## src/rtl/core/abtd_pkg.sv

```systemverilog
// Shared types and constants for the affine block transposition decryptor.
package abtd_pkg;

    localparam int BLOCK_LEN_W = 7;
    localparam int MULT_KEY_W  = 8;
    localparam int ADD_KEY_W   = 16;
    localparam int CFG_DATA_W  = 16;
    localparam int CFG_INDEX_W = 2;
    localparam int DIV_W       = 16;

    localparam logic [CFG_INDEX_W-1:0] CFG_BLOCK_LEN = 2'd0;
    localparam logic [CFG_INDEX_W-1:0] CFG_MULT_KEY  = 2'd1;
    localparam logic [CFG_INDEX_W-1:0] CFG_ADD_KEY   = 2'd2;

    localparam logic [BLOCK_LEN_W-1:0] BLOCK_LEN_RESET = 7'd2;
    localparam logic [MULT_KEY_W-1:0]  MULT_KEY_RESET  = 8'd1;
    localparam logic [ADD_KEY_W-1:0]   ADD_KEY_RESET   = 16'd0;

    localparam logic [7:0] TAB_BYTE = 8'h09;
    localparam logic [7:0] NUL_BYTE = 8'h00;

    typedef logic [1:0] div_sel_t;
    localparam div_sel_t DIV_SEL_KEY  = 2'd0;
    localparam div_sel_t DIV_SEL_OFS  = 2'd1;
    localparam div_sel_t DIV_SEL_PROD = 2'd2;

    typedef struct packed {
        logic [7:0] cipher_byte;
        logic       end_of_text;
    } cipher_in_t;

    typedef struct packed {
        logic [7:0] plain_byte;
        logic       last_of_block;
        logic       key_invalid;
    } plain_out_t;

    typedef struct packed {
        logic     accept;
        logic     div_start;
        div_sel_t div_sel;
        logic     bm_load;
        logic     km_load;
        logic     inv_step;
        logic     inv_latch;
        logic     emit_init;
        logic     emit_step;
        logic     out_load;
    } abtd_cmd_t;

    typedef struct packed {
        logic block_full;
        logic div_busy;
        logic inv_hit;
        logic inv_end;
        logic last_item;
        logic out_free;
    } abtd_status_t;

endpackage

```

## src/rtl/core/abtd_ram.sv

```systemverilog
// Generic single-write, single-read RAM with registered read data.
module abtd_ram #(
    parameter int WIDTH = 8,
    parameter int DEPTH = 64,
    localparam int AW = (DEPTH > 1) ? $clog2(DEPTH) : 1
) (
    input  logic             aclk,
    input  logic             wr_en,
    input  logic [AW-1:0]    wr_addr,
    input  logic [WIDTH-1:0] wr_data,
    input  logic [AW-1:0]    rd_addr,
    output logic [WIDTH-1:0] rd_data
);

    logic [WIDTH-1:0] mem_reg [DEPTH];
    logic [WIDTH-1:0] rd_data_reg;

    always_ff @(posedge aclk) begin
        if (wr_en) begin
            mem_reg[wr_addr] <= wr_data;
        end
        rd_data_reg <= mem_reg[rd_addr];
    end

    assign rd_data = rd_data_reg;

endmodule

```

## src/rtl/core/abtd_ctrl.sv

```systemverilog
// Sequencing state machine: block fill, key reductions, inverse search, emission.
module abtd_ctrl (
    input  logic                  aclk,
    input  logic                  aresetn,
    input  logic                  s_valid,
    output logic                  s_ready,
    input  abtd_pkg::abtd_status_t status,
    output abtd_pkg::abtd_cmd_t    cmd
);

    localparam logic [2:0] ST_IDLE = 3'd0;
    localparam logic [2:0] ST_MODB = 3'd1;
    localparam logic [2:0] ST_MODK = 3'd2;
    localparam logic [2:0] ST_INV  = 3'd3;
    localparam logic [2:0] ST_MODC = 3'd4;
    localparam logic [2:0] ST_RD   = 3'd5;
    localparam logic [2:0] ST_OUT  = 3'd6;

    logic [2:0] state_reg;
    logic [2:0] state_next;

    always_ff @(posedge aclk) begin
        if (!aresetn) begin
            state_reg <= ST_IDLE;
        end else begin
            state_reg <= state_next;
        end
    end

    always_comb begin
        cmd        = '0;
        state_next = state_reg;
        s_ready    = (state_reg == ST_IDLE);
        cmd.accept = s_valid && (state_reg == ST_IDLE);
        unique case (state_reg)
            ST_IDLE: begin
                if (cmd.accept && status.block_full) begin
                    cmd.div_start = 1'b1;
                    cmd.div_sel   = abtd_pkg::DIV_SEL_OFS;
                    state_next    = ST_MODB;
                end
            end
            ST_MODB: begin
                if (!status.div_busy) begin
                    cmd.bm_load   = 1'b1;
                    cmd.div_start = 1'b1;
                    cmd.div_sel   = abtd_pkg::DIV_SEL_KEY;
                    state_next    = ST_MODK;
                end
            end
            ST_MODK: begin
                if (!status.div_busy) begin
                    cmd.km_load = 1'b1;
                    state_next  = ST_INV;
                end
            end
            ST_INV: begin
                if (status.inv_hit || status.inv_end) begin
                    cmd.inv_latch = 1'b1;
                    cmd.div_start = 1'b1;
                    cmd.div_sel   = abtd_pkg::DIV_SEL_PROD;
                    state_next    = ST_MODC;
                end else begin
                    cmd.inv_step = 1'b1;
                end
            end
            ST_MODC: begin
                if (!status.div_busy) begin
                    cmd.emit_init = 1'b1;
                    state_next    = ST_RD;
                end
            end
            ST_RD: begin
                state_next = ST_OUT;
            end
            ST_OUT: begin
                if (status.out_free) begin
                    cmd.out_load = 1'b1;
                    if (status.last_item) begin
                        state_next = ST_IDLE;
                    end else begin
                        cmd.emit_step = 1'b1;
                        state_next    = ST_RD;
                    end
                end
            end
            default: begin
                state_next = ST_IDLE;
            end
        endcase
    end

    // a completing byte must hold off the next transaction until the block is out
    a_full_stalls_input: assert property (@(posedge aclk) disable iff (!aresetn)
        (cmd.accept && status.block_full) |=> !s_ready)
        else $error("input accepted right after a block completed");

endmodule

```

## src/rtl/core/abtd_datapath.sv

```systemverilog
// Datapath: config registers, block buffer, shared remainder unit, output register.
module abtd_datapath #(
    parameter int BLOCK_MAX = 64,
    localparam int NW = $clog2(BLOCK_MAX + 1),
    localparam int AW = (BLOCK_MAX > 1) ? $clog2(BLOCK_MAX) : 1
) (
    input  logic                                aclk,
    input  logic                                aresetn,
    input  logic                                cfg_wr_en,
    input  logic [abtd_pkg::CFG_INDEX_W-1:0]    cfg_index,
    input  logic [abtd_pkg::CFG_DATA_W-1:0]     cfg_wdata,
    input  abtd_pkg::cipher_in_t                s_data,
    output logic                                m_valid,
    input  logic                                m_ready,
    output abtd_pkg::plain_out_t                m_data,
    input  abtd_pkg::abtd_cmd_t                 cmd,
    output abtd_pkg::abtd_status_t              status
);

    localparam int CW = $clog2(abtd_pkg::DIV_W);

    logic [abtd_pkg::BLOCK_LEN_W-1:0] block_len_reg;
    logic [abtd_pkg::MULT_KEY_W-1:0]  mult_key_reg;
    logic [abtd_pkg::ADD_KEY_W-1:0]   add_key_reg;

    logic [NW-1:0] n_eff;
    logic [NW-1:0] fill_reg;
    logic [NW-1:0] fill_inc;

    logic                       div_busy_reg;
    logic [CW-1:0]              div_cnt_reg;
    logic [abtd_pkg::DIV_W-1:0] div_dvd_reg;
    logic [NW-1:0]              div_rem_reg;
    logic [abtd_pkg::DIV_W-1:0] div_operand;
    logic [abtd_pkg::DIV_W-1:0] ofs_mag;
    logic [NW:0]                rem_sh;
    logic [NW:0]                rem_sub;
    logic [NW-1:0]              rem_nxt;

    logic [NW-1:0]   bm_reg;
    logic [NW-1:0]   km_reg;
    logic [NW-1:0]   srch_i_reg;
    logic [NW-1:0]   srch_r_reg;
    logic [NW:0]     r_add;
    logic [NW-1:0]   inv_reg;
    logic [NW-1:0]   inv_cand;
    logic [2*NW-1:0] prod;

    logic [NW-1:0] k_reg;
    logic [NW:0]   k_add;
    logic [NW-1:0] emit_cnt_reg;

    logic [7:0]           rd_data;
    logic                 m_valid_reg;
    abtd_pkg::plain_out_t m_data_reg;
    logic [7:0]           plain_sel;

    // configuration registers
    always_ff @(posedge aclk) begin
        if (!aresetn) begin
            block_len_reg <= abtd_pkg::BLOCK_LEN_RESET;
            mult_key_reg  <= abtd_pkg::MULT_KEY_RESET;
            add_key_reg   <= abtd_pkg::ADD_KEY_RESET;
        end else if (cfg_wr_en) begin
            unique case (cfg_index)
                abtd_pkg::CFG_BLOCK_LEN: block_len_reg <= cfg_wdata[abtd_pkg::BLOCK_LEN_W-1:0];
                abtd_pkg::CFG_MULT_KEY:  mult_key_reg  <= cfg_wdata[abtd_pkg::MULT_KEY_W-1:0];
                abtd_pkg::CFG_ADD_KEY:   add_key_reg   <= cfg_wdata[abtd_pkg::ADD_KEY_W-1:0];
                default: ;
            endcase
        end
    end

    always_comb begin
        if (block_len_reg < 7'd2) begin
            n_eff = NW'(2);
        end else if (block_len_reg > 7'(BLOCK_MAX)) begin
            n_eff = NW'(BLOCK_MAX);
        end else begin
            n_eff = NW'(block_len_reg);
        end
    end

    // block fill
    assign fill_inc = fill_reg + NW'(1);

    always_ff @(posedge aclk) begin
        if (!aresetn) begin
            fill_reg <= '0;
        end else if (cmd.accept) begin
            if (fill_inc >= n_eff || s_data.end_of_text) begin
                fill_reg <= '0;
            end else begin
                fill_reg <= fill_inc;
            end
        end
    end

    abtd_ram #(
        .WIDTH (8),
        .DEPTH (BLOCK_MAX)
    ) u_buf (
        .aclk    (aclk),
        .wr_en   (cmd.accept),
        .wr_addr (fill_reg[AW-1:0]),
        .wr_data (s_data.cipher_byte),
        .rd_addr (k_reg[AW-1:0]),
        .rd_data (rd_data)
    );

    // shared restoring remainder unit, one dividend bit per cycle
    assign ofs_mag  = add_key_reg[abtd_pkg::ADD_KEY_W-1] ? (~add_key_reg + 16'd1) : add_key_reg;
    assign inv_cand = (srch_r_reg == NW'(1)) ? srch_i_reg : '0;
    assign prod     = inv_cand * bm_reg;

    always_comb begin
        case (cmd.div_sel)
            abtd_pkg::DIV_SEL_KEY:  div_operand = abtd_pkg::DIV_W'(mult_key_reg);
            abtd_pkg::DIV_SEL_OFS:  div_operand = ofs_mag;
            abtd_pkg::DIV_SEL_PROD: div_operand = abtd_pkg::DIV_W'(prod);
            default:                div_operand = '0;
        endcase
    end

    assign rem_sh  = {div_rem_reg, div_dvd_reg[abtd_pkg::DIV_W-1]};
    assign rem_sub = rem_sh - {1'b0, n_eff};
    assign rem_nxt = (rem_sh >= {1'b0, n_eff}) ? rem_sub[NW-1:0] : rem_sh[NW-1:0];

    always_ff @(posedge aclk) begin
        if (!aresetn) begin
            div_busy_reg <= 1'b0;
            div_cnt_reg  <= '0;
        end else if (cmd.div_start) begin
            div_busy_reg <= 1'b1;
            div_cnt_reg  <= '0;
        end else if (div_busy_reg) begin
            div_cnt_reg <= div_cnt_reg + CW'(1);
            if (div_cnt_reg == CW'(abtd_pkg::DIV_W - 1)) begin
                div_busy_reg <= 1'b0;
            end
        end
    end

    always_ff @(posedge aclk) begin
        if (cmd.div_start) begin
            div_dvd_reg <= div_operand;
            div_rem_reg <= '0;
        end else if (div_busy_reg) begin
            div_dvd_reg <= {div_dvd_reg[abtd_pkg::DIV_W-2:0], 1'b0};
            div_rem_reg <= rem_nxt;
        end
    end

    // offset, inverse search and read-index walk
    assign r_add = {1'b0, srch_r_reg} + {1'b0, km_reg};
    assign k_add = {1'b0, k_reg} + {1'b0, inv_reg};

    always_ff @(posedge aclk) begin
        if (cmd.bm_load) begin
            if (add_key_reg[abtd_pkg::ADD_KEY_W-1] && div_rem_reg != '0) begin
                bm_reg <= n_eff - div_rem_reg;
            end else begin
                bm_reg <= div_rem_reg;
            end
        end
        if (cmd.km_load) begin
            km_reg     <= div_rem_reg;
            srch_i_reg <= NW'(1);
            srch_r_reg <= div_rem_reg;
        end else if (cmd.inv_step) begin
            srch_i_reg <= srch_i_reg + NW'(1);
            if (r_add >= {1'b0, n_eff}) begin
                srch_r_reg <= NW'(r_add - {1'b0, n_eff});
            end else begin
                srch_r_reg <= r_add[NW-1:0];
            end
        end
        if (cmd.inv_latch) begin
            inv_reg <= inv_cand;
        end
        if (cmd.emit_init) begin
            k_reg        <= (div_rem_reg == '0) ? '0 : (n_eff - div_rem_reg);
            emit_cnt_reg <= '0;
        end else if (cmd.emit_step) begin
            emit_cnt_reg <= emit_cnt_reg + NW'(1);
            if (k_add >= {1'b0, n_eff}) begin
                k_reg <= NW'(k_add - {1'b0, n_eff});
            end else begin
                k_reg <= k_add[NW-1:0];
            end
        end
    end

    // output register
    assign plain_sel = (inv_reg == '0 || rd_data == abtd_pkg::TAB_BYTE) ?
                       abtd_pkg::NUL_BYTE : rd_data;

    always_ff @(posedge aclk) begin
        if (!aresetn) begin
            m_valid_reg <= 1'b0;
        end else if (cmd.out_load) begin
            m_valid_reg <= 1'b1;
        end else if (m_ready) begin
            m_valid_reg <= 1'b0;
        end
    end

    always_ff @(posedge aclk) begin
        if (cmd.out_load) begin
            m_data_reg.plain_byte    <= plain_sel;
            m_data_reg.last_of_block <= (emit_cnt_reg == n_eff - NW'(1));
            m_data_reg.key_invalid   <= (inv_reg == '0);
        end
    end

    assign m_valid = m_valid_reg;
    assign m_data  = m_data_reg;

    assign status.block_full = (fill_inc >= n_eff);
    assign status.div_busy   = div_busy_reg;
    assign status.inv_hit    = (srch_r_reg == NW'(1));
    assign status.inv_end    = (srch_i_reg == n_eff - NW'(1));
    assign status.last_item  = (emit_cnt_reg == n_eff - NW'(1));
    assign status.out_free   = !m_valid_reg || m_ready;

    a_fill_bound: assert property (@(posedge aclk) disable iff (!aresetn)
        fill_reg < NW'(BLOCK_MAX))
        else $error("fill count beyond buffer depth");

    a_read_index_bound: assert property (@(posedge aclk) disable iff (!aresetn)
        cmd.out_load |-> (k_reg < n_eff))
        else $error("read index outside the block");

    a_invalid_key_zero: assert property (@(posedge aclk) disable iff (!aresetn)
        (m_valid_reg && m_data_reg.key_invalid) |-> (m_data_reg.plain_byte == abtd_pkg::NUL_BYTE))
        else $error("invalid key transaction carries a non-zero byte");

endmodule

```

## src/rtl/core/affine_block_transposition_decrypt.sv

```systemverilog
// Top level of the affine block transposition decryptor.
// A byte that does not complete a block is taken while the input stays ready.
// A completing byte starts the key work: offset reduction, key reduction, inverse search
// and product reduction, in that order; then the block is emitted from the buffer.
// Each result: buffer read, then output load, held while the output stalls; no input meanwhile.
// Reset clears control state, fill count and registers (2, 1, 0); buffer is not cleared.
module affine_block_transposition_decrypt #(
    parameter int BLOCK_MAX = 64
) (
    input  logic                             aclk,
    input  logic                             aresetn,
    input  logic                             cfg_wr_en,
    input  logic [abtd_pkg::CFG_INDEX_W-1:0] cfg_index,
    input  logic [abtd_pkg::CFG_DATA_W-1:0]  cfg_wdata,
    input  logic                             s_valid,
    output logic                             s_ready,
    input  abtd_pkg::cipher_in_t             s_data,
    output logic                             m_valid,
    input  logic                             m_ready,
    output abtd_pkg::plain_out_t             m_data
);

    abtd_pkg::abtd_cmd_t    cmd;
    abtd_pkg::abtd_status_t status;

    abtd_ctrl u_ctrl (
        .aclk    (aclk),
        .aresetn (aresetn),
        .s_valid (s_valid),
        .s_ready (s_ready),
        .status  (status),
        .cmd     (cmd)
    );

    abtd_datapath #(
        .BLOCK_MAX (BLOCK_MAX)
    ) u_datapath (
        .aclk      (aclk),
        .aresetn   (aresetn),
        .cfg_wr_en (cfg_wr_en),
        .cfg_index (cfg_index),
        .cfg_wdata (cfg_wdata),
        .s_data    (s_data),
        .m_valid   (m_valid),
        .m_ready   (m_ready),
        .m_data    (m_data),
        .cmd       (cmd),
        .status    (status)
    );

endmodule
```

## config.mk

```make
export PLATFORM = sky130hd
export DESIGN_NAME = affine_block_transposition_decrypt
export DESIGN_NICKNAME = d
export VERILOG_FILES = /design/src/rtl/core/abtd_pkg.sv /design/src/rtl/core/abtd_ram.sv /design/src/rtl/core/abtd_ctrl.sv /design/src/rtl/core/abtd_datapath.sv /design/src/rtl/core/affine_block_transposition_decrypt.sv
export SDC_FILE = /design/constraint.sdc
export NUM_CORES = 1
export LEC_CHECK = 0
export BUFFER_PORTS_ARGS = -buffer_cell sky130_fd_sc_hd__buf_2
export CAP_MARGIN = 20
export CORE_MARGIN = 10
export CORE_UTILIZATION = 40
export DETAILED_ROUTE_END_ITERATION = 10
export GPL_TIMING_DRIVEN = 0
export HOLD_SLACK_MARGIN = 0.02
export PLACE_DENSITY_LB_ADDON = 0.25
export SLEW_MARGIN = 10
export SYNTH_ARGS = -nofsm -noshare
export SYNTH_HDL_FRONTEND = slang
export SYNTH_SLANG_ARGS = --single-unit
```

## constraint.sdc

```tcl
create_clock -name aclk -period 5.9 [get_ports aclk]
set_input_delay 0.59 -clock aclk [delete_from_list [all_inputs] [get_ports aclk]]
set_output_delay 0.59 -clock aclk [all_outputs]
set_load 0.005 [all_outputs]
```

Yosys cells after proc, flatten, opt, wreduce, memory -nomap -nowiden --
Memories as Yosys holds them, arrays and structs flattened. A register that Yosys moved wholly into a read port is not among the register bits. Index checks and enable logic that the tools add are counted.
Word-level totals: register bits 129, memory bits (writable) 512, bits of input ports 32, memories 1
Memory list:
- u_datapath.u_buf.mem_reg | words 64, width 8, read ports 1, clocked after Yosys merged registers in 1, wr ports 1, line abtd_ram.sv:15 | logic [WIDTH-1:0] mem_reg [DEPTH];
Operators by class: add/sub/neg operators 12, multiply operators 1, order comparisons 6, equal/unequal tests 21, mux-type cells 46, bitwise operators 2, reduce and logical (&&, ||, !) cells 23
Operators with widths (number):
- 7-bit 2-to-1 mux | 13
- 16-bit 2-to-1 mux | 3
- 16-bit one-hot mux with 3 select lines | 1
- 7-bit subtractor | 4
- 3-bit 2-to-1 mux | 9
- 8-bit by 7-bit >= comparator with 1-bit output | 3
- 7-bit by 1-bit adder with 7-bit output, second input constant | 3
- 3-bit one-hot mux with 7 select lines | 1
- 16-bit by 1-bit adder with 16-bit output, second input constant | 1
- 7-bit by 7-bit adder with 8-bit output | 2
- 16-bit inverter | 1
- 7-bit == test | 2
- 7-bit logical NOT | 2
- 7-bit by 7-bit multiplier with 14-bit output | 1
- 1-bit 2-to-1 mux | 14
- 3-bit == test, second input constant | 3
- 3-bit one-hot mux with 3 select lines | 1
- 8-bit by 4-bit == test with 1-bit output, second input constant | 1
- 2-bit != test, second input constant | 4
- 2-bit nonzero test | 4
- 7-bit by 1-bit == test with 1-bit output, second input constant | 1
- 7-bit >= comparator | 1
- 7-bit greater-than comparator, second input constant | 1
- 7-bit by 2-bit less-than comparator with 1-bit output, second input constant | 1
- 20 further kinds | 34

Logic depth before layout (Yosys ltp) --
word-level depth 11, gate-level depth with buffers 20, mapped depth without buffers 19

By module --
A second synthesis with hierarchy kept.
Unflattened totals: cell total of the unflattened synthesis 1972, area total of the unflattened synthesis 29807.3 um2
Modules (own cells, without submodules):
- abtd_ram | instances 1, cells an instance 940, area each 20166.8 um2, seq. area each 15534.9 um2
- abtd_datapath | instances 1, cells an instance 984, area each 9296.4 um2, seq. area each 3133.0 um2
- abtd_ctrl | instances 1, cells an instance 48, area each 344.1 um2, seq. area each 60.1 um2

Worst setup path before layout --
OpenSTA, ideal clock, no wires.
path kind flip-flop to flip-flop, from register u_datapath.srch_r_reg[1], to register u_datapath.div_dvd_reg[13] (netlist name) (data pin), setup time 0.261 ns, arrival 5.615 ns, data required time 5.639 ns, setup slack 0.024 ns, cell stages (with the launch flop) 21, path buffers 1, period minus slack after synthesis 5.876 ns, cell sequence edfxtp_1 or4b_1 nor4_1 clkbuf_1 and2_1 nand2_1 fa_1 fa_1 inv_1 fa_1 inv_1 fa_1 inv_1 ha_1 o21ai_0 a21oi_1 o21ai_0 o21ai_0 a31oi_1 xnor2_1 a221o_1
On the way: elaborated cells on any way between the ends 11
RTL lines:
- start, declared | line abtd_datapath.sv:43 | logic [NW-1:0] srch_r_reg;
- start signal, assigned | line abtd_datapath.sv:169 | srch_r_reg <= div_rem_reg;
- start signal, assigned | line abtd_datapath.sv:173 | srch_r_reg <= NW'(r_add - {1'b0, n_eff});
- start signal, assigned | line abtd_datapath.sv:175 | srch_r_reg <= r_add[NW-1:0];
- 7-bit by 1-bit == test with 1-bit output | line abtd_datapath.sv:113 | assign inv_cand = (srch_r_reg == NW'(1)) ? srch_i_reg : '0;
- 7-bit 2-to-1 mux | line abtd_datapath.sv:113
- net u_datapath.inv_cand[1] | line abtd_datapath.sv:46 | logic [NW-1:0] inv_cand;
- 7-bit by 7-bit multiplier with 14-bit output | line abtd_datapath.sv:114 | assign prod = inv_cand * bm_reg;
- 16-bit one-hot mux with 3 select lines | line abtd_datapath.sv:117 | case (cmd.div_sel)
- 16-bit 2-to-1 mux | line abtd_datapath.sv:145 | if (cmd.div_start) begin
- end signal, assigned | line abtd_datapath.sv:146 | div_dvd_reg <= div_operand;
- end signal, assigned | line abtd_datapath.sv:149 | div_dvd_reg <= {div_dvd_reg[abtd_pkg::DIV_W-2:0], 1'b0};
- end, declared | line abtd_datapath.sv:32 | logic [abtd_pkg::DIV_W-1:0] div_dvd_reg;
The timed path passes the listed nets, and every way through them passes these cells. A chain may end at the register's enable or synchronous reset.

Final worst setup path --
from register u_datapath.srch_r_reg[2], to register u_datapath.div_dvd_reg[13] (netlist name) (data pin)
The elaborated chain is that of the path after synthesis.

==> impl_metrics.yaml <==
synth:
  synth_adder_area_share: 0.0566
  synth-seq-cells: 649
  syn_avg_cell_area_um2: 15.9
  ys.flop_type: "edfxtp_1"
  yosysTopAreaCellShare: 0.580
  seq_area_frac_synth: 0.632
  synthXorXnorAreaFrac: 0.0194
  yosys.area.top_type: "edfxtp_1"
  synth_area_leaders: "edfxtp_1 (58%), mux4_2 (13%), dfxtp_1 (5.1%), ha_1 (3.6%), fa_1 (2.0%)"
  synthMuxAreaShare: 0.139
  async_flop_share: 0
  synth_cell_types: 84
  postSynthCellCount: 1870
  yosysWarningCount: 0
  synth_edf_count: 573
  netlist_area_um2: 29600
  syn_nets: 2018
  synth_top_family_by_area: "multiplexers"
  synth-simple-area-share: 0.0783
  synth_compound_area_frac: 0.0544
route:
  highest_layer: "met4"
  drtIter0Drc: 1422
  num_vias: 17000
  wl_per_cell_um: 23.9
  wl_met1_um: 31000
  ant_nets: 0
  wirelength_um: 72000
  wl_met3_um: 3920
  dr.pass1.iters: 7
  drc_errors: 0
  avgViaCountPerCell: 5.65
  met2_length_um: 35300
outcome:
  outcome: "finished clean"
finish:
  final_cell_mix: "edfxtp_1 (573), mux4_2 (168), nor2_1 (128)"
  fillers: 6384
  largest_reg_flops: 512
  antennaDiodeCount: 0
  final_layout_size_suffix_gt1_frac: 0.176
  final_common_cell: "edfxtp_1"
  syn_to_final_growth_pct: 12.9
  final_nets: 2143
grt:
  grt_usage: 0.167
  grt_pass1_vias: 17200
  antenna_found_initial: 4
  grt_pass1_wl_um: 109000
  grt_overflow: 0
  grt_start_max_net_pins: 65
cts:
  clockBufferDepth: 3
  clock-root-buffer: "clkbuf_16"
  postCtsHoldBufs: 0
  cts_buffers: 69
  cts_tree: "built"
  cts_max_level: 3
  worstSkewPairLatency_ns: 0.62
  cts_sinks: 649
  clkTransAtPathRegs_ns: 0.06
setup_path:
  critPathLaunch: "u_datapath.srch_r_reg[2]$_DFFE_PP_"
  path_max_fanout: 10
  crit_required_ns: 6.25
  cp.arrival_ns: 6.03
  ff2ff_path_depth: 21
  r2r-start: "u_datapath.srch_r_reg[2]$_DFFE_PP_"
  startpoint_type: "flip-flop"
  ff2ff_setup_slack_ns: 0.23
  crit_type: "reg2reg"
  end_kind: "flip-flop"
  r2r_end: "u_datapath.div_dvd_reg[13]$_DFFE_PP_"
power:
  peakVddDrop_mv: 0.321
  p_per_area_nw_per_um2: 323
  leakage_uw: 0.0116
placement:
  pre_cts_ws_ns: -0.371
  routabilityCongestion: 0.858
  port_buffers: 43
  dp_hpwl_um: 49600
die:
  floorplan.initialDensity: 0.405
  die_w_um: 292
  num_rows: 99
  die_area_um2: 85400
  core_area_um2: 73200
  io_pins: 44
  die_y_um: 292
worst_hold_path:
  holdPathStages: 3
  worstHoldStart: "cfg_wdata[11]"
  whs_endpoint: "u_datapath.add_key_reg[11]$_SDFFE_PN0P_"
  min-delay-path-class: "in2reg"
timing:
  max_slew_margin: 0.303
  post-route-min-period_ns: 5.67
  final_hold_viol_count: 0
  fmax_mhz: 176
  finalMaxSlewViolations: 0
  fin_skew_ns: 0.0189
  setup_tns_ns: 0
  fin_crit_sh: 0.962
  layout_setup_ws_ns: 0.226
  worst_pin_slew_ns: 1.04
  rsz0062_at_grt: "no"
  setup_viol: 0
job:
  maxCapViolCount: 0
## critical path, cell delays in order, from the launching register on
cell      delay, ns
edfxtp_1       0.40
or4b_4         0.56
nor4_2         0.14
buf_4          0.20
buf_4          0.17
and2_1         0.16
nand2_1        0.08
fa_1           0.52
fa_1           0.55
inv_1          0.05
fa_1           0.52
inv_1          0.05
fa_1           0.52
inv_1          0.06
ha_4           0.28
o21ai_2        0.08
a21oi_1        0.19
o21ai_2        0.10
o21ai_2        0.16
a31oi_1        0.11
xnor2_1        0.20
a221o_1        0.31
## metal layers
layer  vias to the layer above  track usage
li1                       7549            -
met1                      8811        0.221
met2                       508        0.280
met3                       120       0.0294
met4                         0       0.0456
met5                         -            0
## final cells by class
class,count,area (um^2),share of cell area
inverters,63,241,0.00721
clock inverters,38,384,0.0115
multi-input cells,1066,10400,0.309
well taps,959,1200,0.0358
repair buffers,54,368,0.0110
plain buffers,92,374,0.0112
flip-flops and latches,649,18700,0.559
clock buffers,85,1830,0.0546
## Yosys cell counts (17+ instances only)
cell,number
nand2_1,117
mux4_2,168
and2_1,22
nor3_1,20
mux2i_1,29
clkbuf_1,62
nor2_1,128
a21boi_0,22
and3_1,44
xor2_1,25
nor2b_1,35
o211ai_1,17
dfxtp_1,76
xnor2_1,38
ha_1,86
o21ai_0,35
buf_1,20
nand3_1,17
fa_1,30
a21oi_1,34
inv_1,61
edfxtp_1,573
## through the flow
| stage | hold WS, ns | utilization | cell area (um^2) | instances | power [uW] |
|---|---|---|---|---|---|
| after detailed placement | 0.474 | 0.426 | 31200 | 2879 | 6640 |
| after CTS | 0.207 | 0.456 | 33400 | 3003 | 10900 |
| after global routing | 0.237 | 0.457 | 33500 | 3006 | 11200 |
| final | 0.233 | 0.457 | 33500 | 3006 | 10800 |
| after floorplan | 0.444 | - | 29600 | 1870 | 6220 |
| after global placement | 0.478 | 0.424 | 31100 | 2872 | 6600 |
## report_power, final
part	switching, uW	total (uW)	internal (uW)
clock	1810	4250	2440
sequential	150	5360	5210
combinational	726	1200	477
total	2680	10800	8130
## kinds of logic after synthesis
kind of cell / Yosys count
and+or+nand+nor: 462
muxes: 201
buffers and inverters: 155
AOI/OAI and AO/OA: 223
DFF: 649
adders and majority gates: 116
xor gates and xnor gates: 64
## how the worst max path moves through the flow
stage	slack, ns	cells after the start	end
floorplan	0.02	20	u_datapath.div_dvd_reg[13]$_DFFE_PP_
global placement	-1.24	20	u_datapath.div_dvd_reg[13]$_DFFE_PP_
detailed placement	-0.37	21	u_datapath.div_dvd_reg[13]$_DFFE_PP_
CTS	0.01	21	u_datapath.div_dvd_reg[13]$_DFFE_PP_
global route	0.008	21	u_datapath.div_dvd_reg[13]$_DFFE_PP_
finish	0.23	21	u_datapath.div_dvd_reg[13]$_DFFE_PP_
## what timing repair did
item,4_1_cts,5_1_grt
resized for setup,5,8
buffers inserted,1,2
pin swaps,1,2
setup endpoints to repair,4,4
(Power assumes the default switching activity.)
